### src/rtl/core/a3hp_pkg.sv
`timescale 1ns / 1ps
package a3hp_pkg;

    localparam int SAMPLE_WIDTH_DEF = 24;
    localparam int ANGLE_WIDTH_DEF  = 16;

    localparam int NCH      = 7;
    localparam int CH_W     = 3;
    localparam int WGT_W    = 32;            // Q2.30 weights
    localparam int OPND_W   = 33;            // shared multiplier operand width
    localparam int PROD_W   = 2 * OPND_W;
    localparam int CORDIC_W = 34;
    localparam int TURN_W   = 32;
    localparam int RECIP_W  = 17;

    localparam int CORDIC_ITERS = 24;
    localparam int CNT_W        = $clog2(CORDIC_ITERS);
    localparam int MUL_LAT      = 2;         // operand register + product register

    localparam int Q30_SHIFT  = 30;
    localparam int RECIP_FRAC = 16;
    localparam int WGT_DROP   = 14;          // Q2.30 -> Q2.16
    localparam int MAC_SHIFT  = 16;

    // channel slots
    localparam int IDX_W = 0;
    localparam int IDX_X = 1;
    localparam int IDX_Y = 2;
    localparam int IDX_U = 3;
    localparam int IDX_V = 4;
    localparam int IDX_P = 5;
    localparam int IDX_Q = 6;

    localparam logic [RECIP_W-1:0]      RECIP_RESET = 17'd1024;
    localparam logic signed [WGT_W-1:0] CORDIC_GAIN = 32'sd652032874;
    localparam logic signed [WGT_W-1:0] MIN3DB      = 32'sd759250125;

    // atan(2^-i) as a fraction of a turn, 2^32 = full turn
    localparam logic [WGT_W-1:0] ATAN_TAB [CORDIC_ITERS] = '{
        32'd536870912, 32'd316933406, 32'd167458907, 32'd85004756,
        32'd42667331,  32'd21354465,  32'd10679838,  32'd5340245,
        32'd2670163,   32'd1335087,   32'd667544,    32'd333772,
        32'd166886,    32'd83443,     32'd41722,     32'd20861,
        32'd10430,     32'd5215,      32'd2608,      32'd1304,
        32'd652,       32'd326,       32'd163,       32'd81
    };

    typedef enum logic [2:0] {
        OP_NONE,
        OP_CC,      // c*c  -> x2
        OP_SS,      // s*s  -> y2, U
        OP_CS,      // c*s  -> V
        OP_PC,      // (x2-3y2)*c -> P
        OP_QS,      // (3x2-y2)*s -> Q
        OP_STEP,    // (target-current)*recip -> step
        OP_MAC      // weight*sample -> result
    } op_t;

    typedef enum logic [2:0] {
        ST_IDLE,
        ST_CORDIC,
        ST_TRIG,
        ST_STEP,
        ST_ADVANCE,
        ST_MAC,
        ST_OUTPUT
    } state_t;

    typedef struct packed {
        logic             load_in;
        logic             cordic_step;
        logic [CNT_W-1:0] iter;
        op_t              op;
        logic [CH_W-1:0]  ch;
        logic             advance;
        logic             load_out;
    } dp_cmd_t;

    typedef struct packed {
        logic out_free;
    } dp_status_t;

    function automatic logic signed [WGT_W-1:0] sat32(input logic signed [PROD_W-1:0] v);
        logic [PROD_W-WGT_W:0] hi_bits;
        hi_bits = v[PROD_W-1:WGT_W-1];
        if (hi_bits == '0 || hi_bits == '1)
        begin
            sat32 = v[WGT_W-1:0];
        end
        else if (v[PROD_W-1])
        begin
            sat32 = {1'b1, {(WGT_W-1){1'b0}}};
        end
        else
        begin
            sat32 = {1'b0, {(WGT_W-1){1'b1}}};
        end
    endfunction

endpackage

### src/rtl/core/a3hp_ctrl.sv
`timescale 1ns / 1ps
module a3hp_ctrl
    import a3hp_pkg::*;
(
    input  logic       clk,
    input  logic       rst_n,
    input  logic       s_valid,
    input  logic       s_chunk_start,
    output logic       s_ready,
    input  dp_status_t status,
    output dp_cmd_t    cmd
);

    localparam logic [CNT_W-1:0] CORDIC_LAST = CNT_W'(CORDIC_ITERS - 1);
    localparam logic [CNT_W-1:0] SLOT_CC     = CNT_W'(0);
    localparam logic [CNT_W-1:0] SLOT_SS     = CNT_W'(1);
    localparam logic [CNT_W-1:0] SLOT_CS     = CNT_W'(2);
    localparam logic [CNT_W-1:0] SLOT_PC     = CNT_W'(4);   // waits for y2
    localparam logic [CNT_W-1:0] SLOT_QS     = CNT_W'(5);
    localparam logic [CNT_W-1:0] TRIG_LAST   = SLOT_QS;
    localparam logic [CNT_W-1:0] CH_LAST     = CNT_W'(NCH + MUL_LAT - 1);
    localparam logic [CNT_W-1:0] CH_COUNT    = CNT_W'(NCH);

    state_t           state_reg, state_next;
    logic [CNT_W-1:0] cnt_reg, cnt_next;

    always_ff @(posedge clk or negedge rst_n)
    begin
        if (!rst_n)
        begin
            state_reg <= ST_IDLE;
            cnt_reg   <= '0;
        end
        else
        begin
            state_reg <= state_next;
            cnt_reg   <= cnt_next;
        end
    end

    always_comb
    begin
        state_next = state_reg;
        cnt_next   = cnt_reg + CNT_W'(1);
        case (state_reg)
            ST_IDLE:
            begin
                cnt_next = '0;
                if (s_valid)
                begin
                    state_next = s_chunk_start ? ST_CORDIC : ST_ADVANCE;
                end
            end
            ST_CORDIC:
            begin
                if (cnt_reg == CORDIC_LAST)
                begin
                    state_next = ST_TRIG;
                    cnt_next   = '0;
                end
            end
            ST_TRIG:
            begin
                if (cnt_reg == TRIG_LAST)
                begin
                    state_next = ST_STEP;
                    cnt_next   = '0;
                end
            end
            ST_STEP:
            begin
                if (cnt_reg == CH_LAST)
                begin
                    state_next = ST_ADVANCE;
                    cnt_next   = '0;
                end
            end
            ST_ADVANCE:
            begin
                state_next = ST_MAC;
                cnt_next   = '0;
            end
            ST_MAC:
            begin
                if (cnt_reg == CH_LAST)
                begin
                    state_next = ST_OUTPUT;
                    cnt_next   = '0;
                end
            end
            ST_OUTPUT:
            begin
                cnt_next = '0;
                if (status.out_free)
                begin
                    state_next = ST_IDLE;
                end
            end
            default:
            begin
                state_next = ST_IDLE;
                cnt_next   = '0;
            end
        endcase
    end

    always_comb
    begin
        cmd         = '0;
        cmd.op      = OP_NONE;
        cmd.iter    = cnt_reg;
        cmd.ch      = cnt_reg[CH_W-1:0];
        s_ready     = 1'b0;
        case (state_reg)
            ST_IDLE:
            begin
                s_ready     = 1'b1;
                cmd.load_in = s_valid;
            end
            ST_CORDIC:
            begin
                cmd.cordic_step = 1'b1;
            end
            ST_TRIG:
            begin
                case (cnt_reg)
                    SLOT_CC: cmd.op = OP_CC;
                    SLOT_SS: cmd.op = OP_SS;
                    SLOT_CS: cmd.op = OP_CS;
                    SLOT_PC: cmd.op = OP_PC;
                    SLOT_QS: cmd.op = OP_QS;
                    default: cmd.op = OP_NONE;
                endcase
            end
            ST_STEP:
            begin
                if (cnt_reg < CH_COUNT)
                begin
                    cmd.op = OP_STEP;
                end
            end
            ST_ADVANCE:
            begin
                cmd.advance = 1'b1;
            end
            ST_MAC:
            begin
                if (cnt_reg < CH_COUNT)
                begin
                    cmd.op = OP_MAC;
                end
            end
            ST_OUTPUT:
            begin
                cmd.load_out = status.out_free;
            end
            default:
            begin
                cmd.op = OP_NONE;
            end
        endcase
    end

endmodule

### config.mk
export PLATFORM = sky130hd
export DESIGN_NAME = a3hp_ctrl
export DESIGN_NICKNAME = d
export VERILOG_FILES = /design/src/rtl/core/a3hp_pkg.sv /design/src/rtl/core/a3hp_ctrl.sv
export SDC_FILE = /design/constraint.sdc
export NUM_CORES = 1
export LEC_CHECK = 0
export ABC_AREA = 1
export ABC_CLOCK_PERIOD_IN_PS = 3600
export CORE_MARGIN = 10
export CORE_UTILIZATION = 50
export CTS_CLUSTER_DIAMETER = 100
export DETAILED_ROUTE_END_ITERATION = 7
export DONT_BUFFER_PORTS = 1
export MAX_ROUTING_LAYER = met4
export PLACE_DENSITY = 0.63
export RECOVER_POWER = 50
export SKIP_CTS_REPAIR_TIMING = 1
export SLEW_MARGIN = 40
export SYNTH_ARGS = -nofsm -noshare
export SYNTH_HDL_FRONTEND = slang
export SYNTH_SLANG_ARGS = --single-unit
### constraint.sdc
create_clock -name clk -period 3.6 [get_ports clk]
set_clock_uncertainty 0.15 [all_clocks]
set_input_delay 0 -clock clk [delete_from_list [all_inputs] [get_ports clk]]
set_output_delay 0 -clock clk [all_outputs]
set_load 0.005 [all_outputs]
# --- Word level (Yosys, flattened, before mapping) ---
# Cells that the tools add are included.
word_totals:
  reg_bits: 8
  elab_cells: 47
op_classes:
  addsub: 1
  order_cmp: 1
  n_eq_ne: 18
  mux: 21
  n_reduce_logical: 4
op_table:
  columns: ["operator", "n"]
  rows:
  - ["$mux W3", 9]
  - ["$pmux W3 S7", 1]
  - ["$mux W5", 3]
  - ["$pmux W3 S5", 1]
  - ["$pmux W5 S3", 1]
  - ["$ne A2 B2 Y1 const B", 6]
  - ["$eq A5 B3 Y1 const B", 2]
  - ["$eq A3 B3 Y1 const B", 3]
  - ["$pmux W3 S3", 1]
  - ["$eq A3 B2 Y1 const B", 2]
  - ["$reduce_and A6 Y1", 1]
  - ["$add A5 B1 Y5 const B", 1]
  - ["$eq A5 B1 Y1 const B", 1]
  - ["$eq A5 B2 Y1 const B", 1]
  - ["$eq A5 B4 Y1 const B", 1]
  - ["$eq A5 B5 Y1 const B", 1]
  - ["$logic_not A5 Y1", 1]
  - ["$lt A5 B3 Y1 const B", 1]
  - ["$mux W1", 5]
  - ["$eq A3 B1 Y1 const B", 1]
  - ["$logic_not A3 Y1", 1]
  - ["$reduce_or A2 Y1", 1]

# --- Longest topological paths before layout ---
logic_depth:
  depth_word: 3
  ltp_mapped: 9
  mapped_depth_nobuf: 9

# --- Least setup slack after synthesis ---
# Ideal clock, no wire load.
synth_path:
  kind: "register to register"
  start: "reg cnt_reg[1]"
  end: "reg cnt_reg[0]"
  arrival_time_ns: 1.208
  t_required_ns: 3.326
  slack_ns: 2.119
  stages_incl_launch_ff: 10
  path_buffers: 0
  period_less_slack_ns: 1.481
  path_cell_list: "dfrtp_1 inv_1 ha_1 nand2_1 nor2_4 nor2_4 inv_2 nand2_4 nor2_4 nor2_2"
synth_via:
  elab_chain_len: 3
  elab_cells_between_ends: 7
synth_rtl:
  columns: ["item", "line_no", "source"]
  rows:
  - ["start: declaration", "a3hp_ctrl.sv:25", "logic [CNT_W-1:0] cnt_reg, cnt_next;"]
  - ["start signal: assignment", "a3hp_ctrl.sv:37", "cnt_reg <= cnt_next;"]
  - ["$eq A5 B4 Y1, or another cell as far along", "a3hp_ctrl.sv:72, a3hp_ctrl.sv:85", null]
  - ["$mux W5 (on tied branches)", null, null]
  - ["$pmux W5 S3 (*)", "a3hp_ctrl.sv:45", "case (state_reg)"]
  - ["named net cnt_next[0]", "a3hp_ctrl.sv:25", null]
# Mark *: on every way through the listed nets, which the timed path passes. The rest lies on a longest branch.
# A chain may end at the register's enable or synchronous reset.

# --- Final worst setup path ---
layout_path:
  start: "reg cnt_reg[0]"
  end: "reg state_reg[2]"
layout_via:
  elab_chain_len: 3
  elab_cells_between_ends: 8
layout_rtl:
  columns: ["item", "line_no", "source"]
  rows:
  - ["$eq A5 B4 Y1, or another cell as far along", "a3hp_ctrl.sv:72, a3hp_ctrl.sv:85", null]
  - ["$ne A2 B2 Y1 (no line)", null, null]
  - ["$reduce_and A6 Y1 (no line) (*)", null, null]
  - ["end signal: assignment", "a3hp_ctrl.sv:36", "state_reg <= state_next;"]
  - ["end: declaration", "a3hp_ctrl.sv:24", "state_t state_reg, state_next;"]
# Mark *: on every way between the ends. The rest lies on a longest branch, timed or not.

==> metrics.txt <==
# TYPE chip_impl_metric gauge
chip_impl_metric{name="critPathMaxFanout",unit=""} 7
chip_impl_metric{name="grt_pass1_vias",unit=""} 615
chip_impl_metric{name="multiInputGateArea",unit="µm²"} 484
chip_impl_info{name="endpoint_kind",value="register"} 1
chip_impl_metric{name="routedWlPerCell",unit="µm"} 12.9
chip_impl_metric{name="hold_viol_final",unit=""} 1
chip_impl_info{name="netlist_top_cells_area",value="sky130_fd_sc_hd__dfrtp_1, sky130_fd_sc_hd__nand2_1, sky130_fd_sc_hd__nor2_4, sky130_fd_sc_hd__ha_1, sky130_fd_sc_hd__nand3_1"} 1
chip_impl_metric{name="cts.path.max_buffers",unit=""} 2
chip_impl_info{name="synthDominantAreaCellType",value="sky130_fd_sc_hd__dfrtp_1"} 1
chip_impl_metric{name="number_of_synthesized_register_bits",unit=""} 8
chip_impl_metric{name="largest_register_ff_count",unit=""} 5
chip_impl_metric{name="detailroute.via_count",unit=""} 634
chip_impl_metric{name="routed_wl",unit="µm"} 1570
chip_impl_metric{name="floorplan.core_area",unit="µm²"} 1510
chip_impl_info{name="cts_tree",value="done"} 1
chip_impl_info{name="timing.critical_path.cells",value="ha_1, nand2_1, nor2_4, nor2_4, nor2_4, nand3_2, nand2_1, nand2_1"} 1
chip_impl_metric{name="drv_slew",unit=""} 0
chip_impl_metric{name="drt_first_iter_violations",unit=""} 6
chip_impl_info{name="run_status",value="finished, violations left"} 1
chip_impl_metric{name="top_area_cell_type_share_of_the_netlist_area",unit="%"} 25.4
chip_impl_metric{name="via_per_instance_ratio",unit=""} 5.24
chip_impl_metric{name="number_of_max_cap_violations",unit=""} 0
chip_impl_metric{name="critical-path-max-stage-delay",unit="ns"} 0.51
chip_impl_info{name="ys_dominant_reg_cell",value="sky130_fd_sc_hd__dfrtp_1"} 1
chip_impl_metric{name="power.leakage",unit="nW"} 0.402
chip_impl_info{name="crit_type",value="reg2reg"} 1
chip_impl_info{name="critical_path.reg2reg.startpoint",value="cnt_reg[0]$_DFF_PN0_"} 1
chip_impl_metric{name="post_synth_inst_count",unit=""} 103
chip_impl_metric{name="grt_remaining_overflow",unit=""} 0
chip_impl_metric{name="worst_r2r_path_depth",unit=""} 8
chip_impl_info{name="reg2reg_to",value="state_reg[2]$_DFFE_PN0P_"} 1
chip_impl_metric{name="tritoncts.num_buffers",unit=""} 3
chip_impl_metric{name="timing.final.crit_period",unit="ns"} 1.66
chip_impl_metric{name="clk_transition_reported_paths",unit="ns"} 0.05
chip_impl_metric{name="gp_routability_congestion",unit=""} 0.778
chip_impl_info{name="worst_setup_path_start_kind",value="register"} 1
chip_impl_info{name="grt_setup_unrepaired",value="no"} 1
chip_impl_metric{name="cts-htree-levels",unit=""} 1
chip_impl_info{name="critical_path.slowest_cell",value="sky130_fd_sc_hd__dfrtp_1"} 1
chip_impl_info{name="worst_hold_launch",value="s_chunk_start"} 1
chip_impl_metric{name="detailedPlacementHpwl",unit="µm"} 1290
chip_impl_metric{name="syn_area_per_cell",unit="µm²"} 7.65
chip_impl_metric{name="ys_async_sr_fraction",unit="%"} 100
chip_impl_metric{name="synth-seq-area-share",unit="%"} 25.4
chip_impl_metric{name="worst_ep_required_time",unit="ns"} 3.58
chip_impl_info{name="cts_root_buffer",value="sky130_fd_sc_hd__clkbuf_4"} 1
chip_impl_metric{name="antenna_cells",unit=""} 0
chip_impl_metric{name="finish.instance_area",unit="µm²"} 823
chip_impl_metric{name="netlist-cell-type-count",unit=""} 25
chip_impl_metric{name="synth.net_count",unit=""} 112
chip_impl_metric{name="max_slew.worst_pin.slew",unit="ns"} 0.442
chip_impl_metric{name="grt_first_pass_wirelength",unit="µm"} 2620
chip_impl_metric{name="drc",unit=""} 0
chip_impl_metric{name="hold_critical_path_depth",unit=""} 5
chip_impl_metric{name="global_route.usage.total",unit="%"} 9.58
chip_impl_metric{name="routed_antenna_nets",unit=""} 0
chip_impl_info{name="violations",value="negative hold slack"} 1
chip_impl_metric{name="syn_area",unit="µm²"} 788
chip_impl_metric{name="row_count",unit=""} 14
chip_impl_info{name="synthTopCellsByCount",value="sky130_fd_sc_hd__nand2_1, sky130_fd_sc_hd__inv_1, sky130_fd_sc_hd__nand3_1"} 1
chip_impl_metric{name="drive_gt1_share",unit="%"} 25.7
chip_impl_metric{name="layout-area-overhead-vs-synth",unit="%"} 4.44
chip_impl_metric{name="placed_cell_area",unit="µm²"} 761
chip_impl_metric{name="insertion_delay",unit="ns"} 0.24
chip_impl_metric{name="setup_viol",unit=""} 0
chip_impl_metric{name="synth_edf_count",unit=""} 0
chip_impl_metric{name="io_pins",unit=""} 21
chip_impl_metric{name="critPathArrivalTime",unit="ns"} 1.64
chip_impl_metric{name="timing.fmax",unit="GHz"} 0.603
chip_impl_metric{name="hold_slack",unit="ns"} -0.0476
chip_impl_metric{name="drtPass1Iterations",unit=""} 4
chip_impl_metric{name="die_area",unit="µm²"} 3560
chip_impl_metric{name="timing.max_slew.rel_slack",unit="%"} 70.5
chip_impl_info{name="hold_class",value="in2reg"} 1
chip_impl_info{name="hold_end",value="state_reg[2]$_DFFE_PN0P_"} 1
chip_impl_metric{name="die_width",unit="µm"} 59.7
chip_impl_metric{name="initial_utilization",unit="%"} 52.3
chip_impl_metric{name="layout.nets",unit=""} 116
chip_impl_metric{name="power.density",unit="nW/µm²"} 741
chip_impl_metric{name="r2r_slack",unit="ns"} 1.94
chip_impl_metric{name="grt_start_max_net_pins",unit=""} 11
chip_impl_metric{name="area.sequential",unit="µm²"} 200
chip_impl_metric{name="filler_cell_count",unit=""} 169
chip_impl_metric{name="antenna_found_initial",unit=""} 0
chip_impl_metric{name="synth-warning-count",unit=""} 0
chip_impl_metric{name="fin_crit_sh",unit="%"} 46.0
chip_impl_info{name="post-synth-top-count-cell",value="sky130_fd_sc_hd__nand2_1"} 1
chip_impl_metric{name="dieHeight",unit="µm"} 59.7
chip_impl_metric{name="io_buffer_count",unit=""} 0
chip_impl_metric{name="clock_sinks",unit=""} 8
chip_impl_metric{name="irDropWorstVdd",unit="mV"} 0.338
chip_impl_metric{name="tns",unit="ns"} 0
-- stage by stage --
| stage | total power [mW] | util, % | worst slack, ns | std cells |
|---|---|---|---|---|
| floorplan | 0.515 | - | 2.12 | 103 |
| global placement | 0.544 | 50.5 | 1.93 | 114 |
| detailed placement | 0.548 | 50.5 | 1.94 | 114 |
| CTS | 0.617 | 52.0 | 1.92 | 117 |
| global route | 0.682 | 54.7 | 1.81 | 121 |
| finish | 0.610 | 54.7 | 1.94 | 121 |
-- power by group --
part	internal, mW	switching, mW	leakage, nW
Clock	0.0378	0.0255	0.0138
Combinational	0.136	0.237	0.282
Sequential	0.116	0.0581	0.106
-- cell usage in the layout (no fill, tap or decap), drive strengths merged --
cell type,instances
a31oi,1
clkbuf,3
dfrtp,8
dlygate4sd3,4
ha,4
inv,15
nand2,23
nand3,11
nand3b,1
nand4,4
nor2,19
nor3,2
o211ai,1
o21ai,5
o31ai,1
or2,1
xor2,2
-- area by class of cell --
class                      count  share of cell area [%]
multi-input combinational     75                    58.8
sequential                     8                    24.3
inverter                      15                    6.84
timing repair buffer           4                    4.86
clock buffer                   3                    2.74
tap                           16                    2.43
-- worst max-delay path, delay by kind of cell (launching register included) --
family	cells	cell delay (ns)
fa+ha+maj	1	0.25
simple gates	7	0.63
flops	1	0.51
-- cells by family (layout without fill, tap and decap cells) --
| family | Yosys count | count (layout) | synth area share, % |
|---|---|---|---|
| xor gates and xnor gates | 2 | 2 | 2.22 |
| DFF | 8 | 8 | 25.4 |
| and+or+nand+nor | 61 | 61 | 47.0 |
| AOI/OAI and AO/OA | 8 | 8 | 5.87 |
| buffers and inverters | 20 | 22 | 13.2 |
| adders and majority gates | 4 | 4 | 6.35 |
-- worst max path at each step --
stage | start | endpoint | slack, ns | cells after the start
global route | cnt_reg[0]$_DFF_PN0_ | state_reg[2]$_DFFE_PN0P_ | 1.81 | 8
CTS | cnt_reg[0]$_DFF_PN0_ | cmd[5] | 1.92 | 6
floorplan | cnt_reg[1]$_DFF_PN0_ | cnt_reg[0]$_DFF_PN0_ | 2.12 | 9
detailed placement | cnt_reg[0]$_DFF_PN0_ | state_reg[2]$_DFFE_PN0P_ | 1.94 | 8
global placement | cnt_reg[0]$_DFF_PN0_ | state_reg[2]$_DFFE_PN0P_ | 1.93 | 8
finish | cnt_reg[0]$_DFF_PN0_ | state_reg[2]$_DFFE_PN0P_ | 1.94 | 8
-- routing by layer --
metal  global-route usage, %  vias to the layer above  wire length [µm]
met5                       -                        -                 0
met4                    7.05                        0                31
met3                    2.54                        4                65
met2                    14.6                        8               763
met1                    10.5                      292               704
li1                        -                      330                 -
Power figures use the tool's default switching activity.
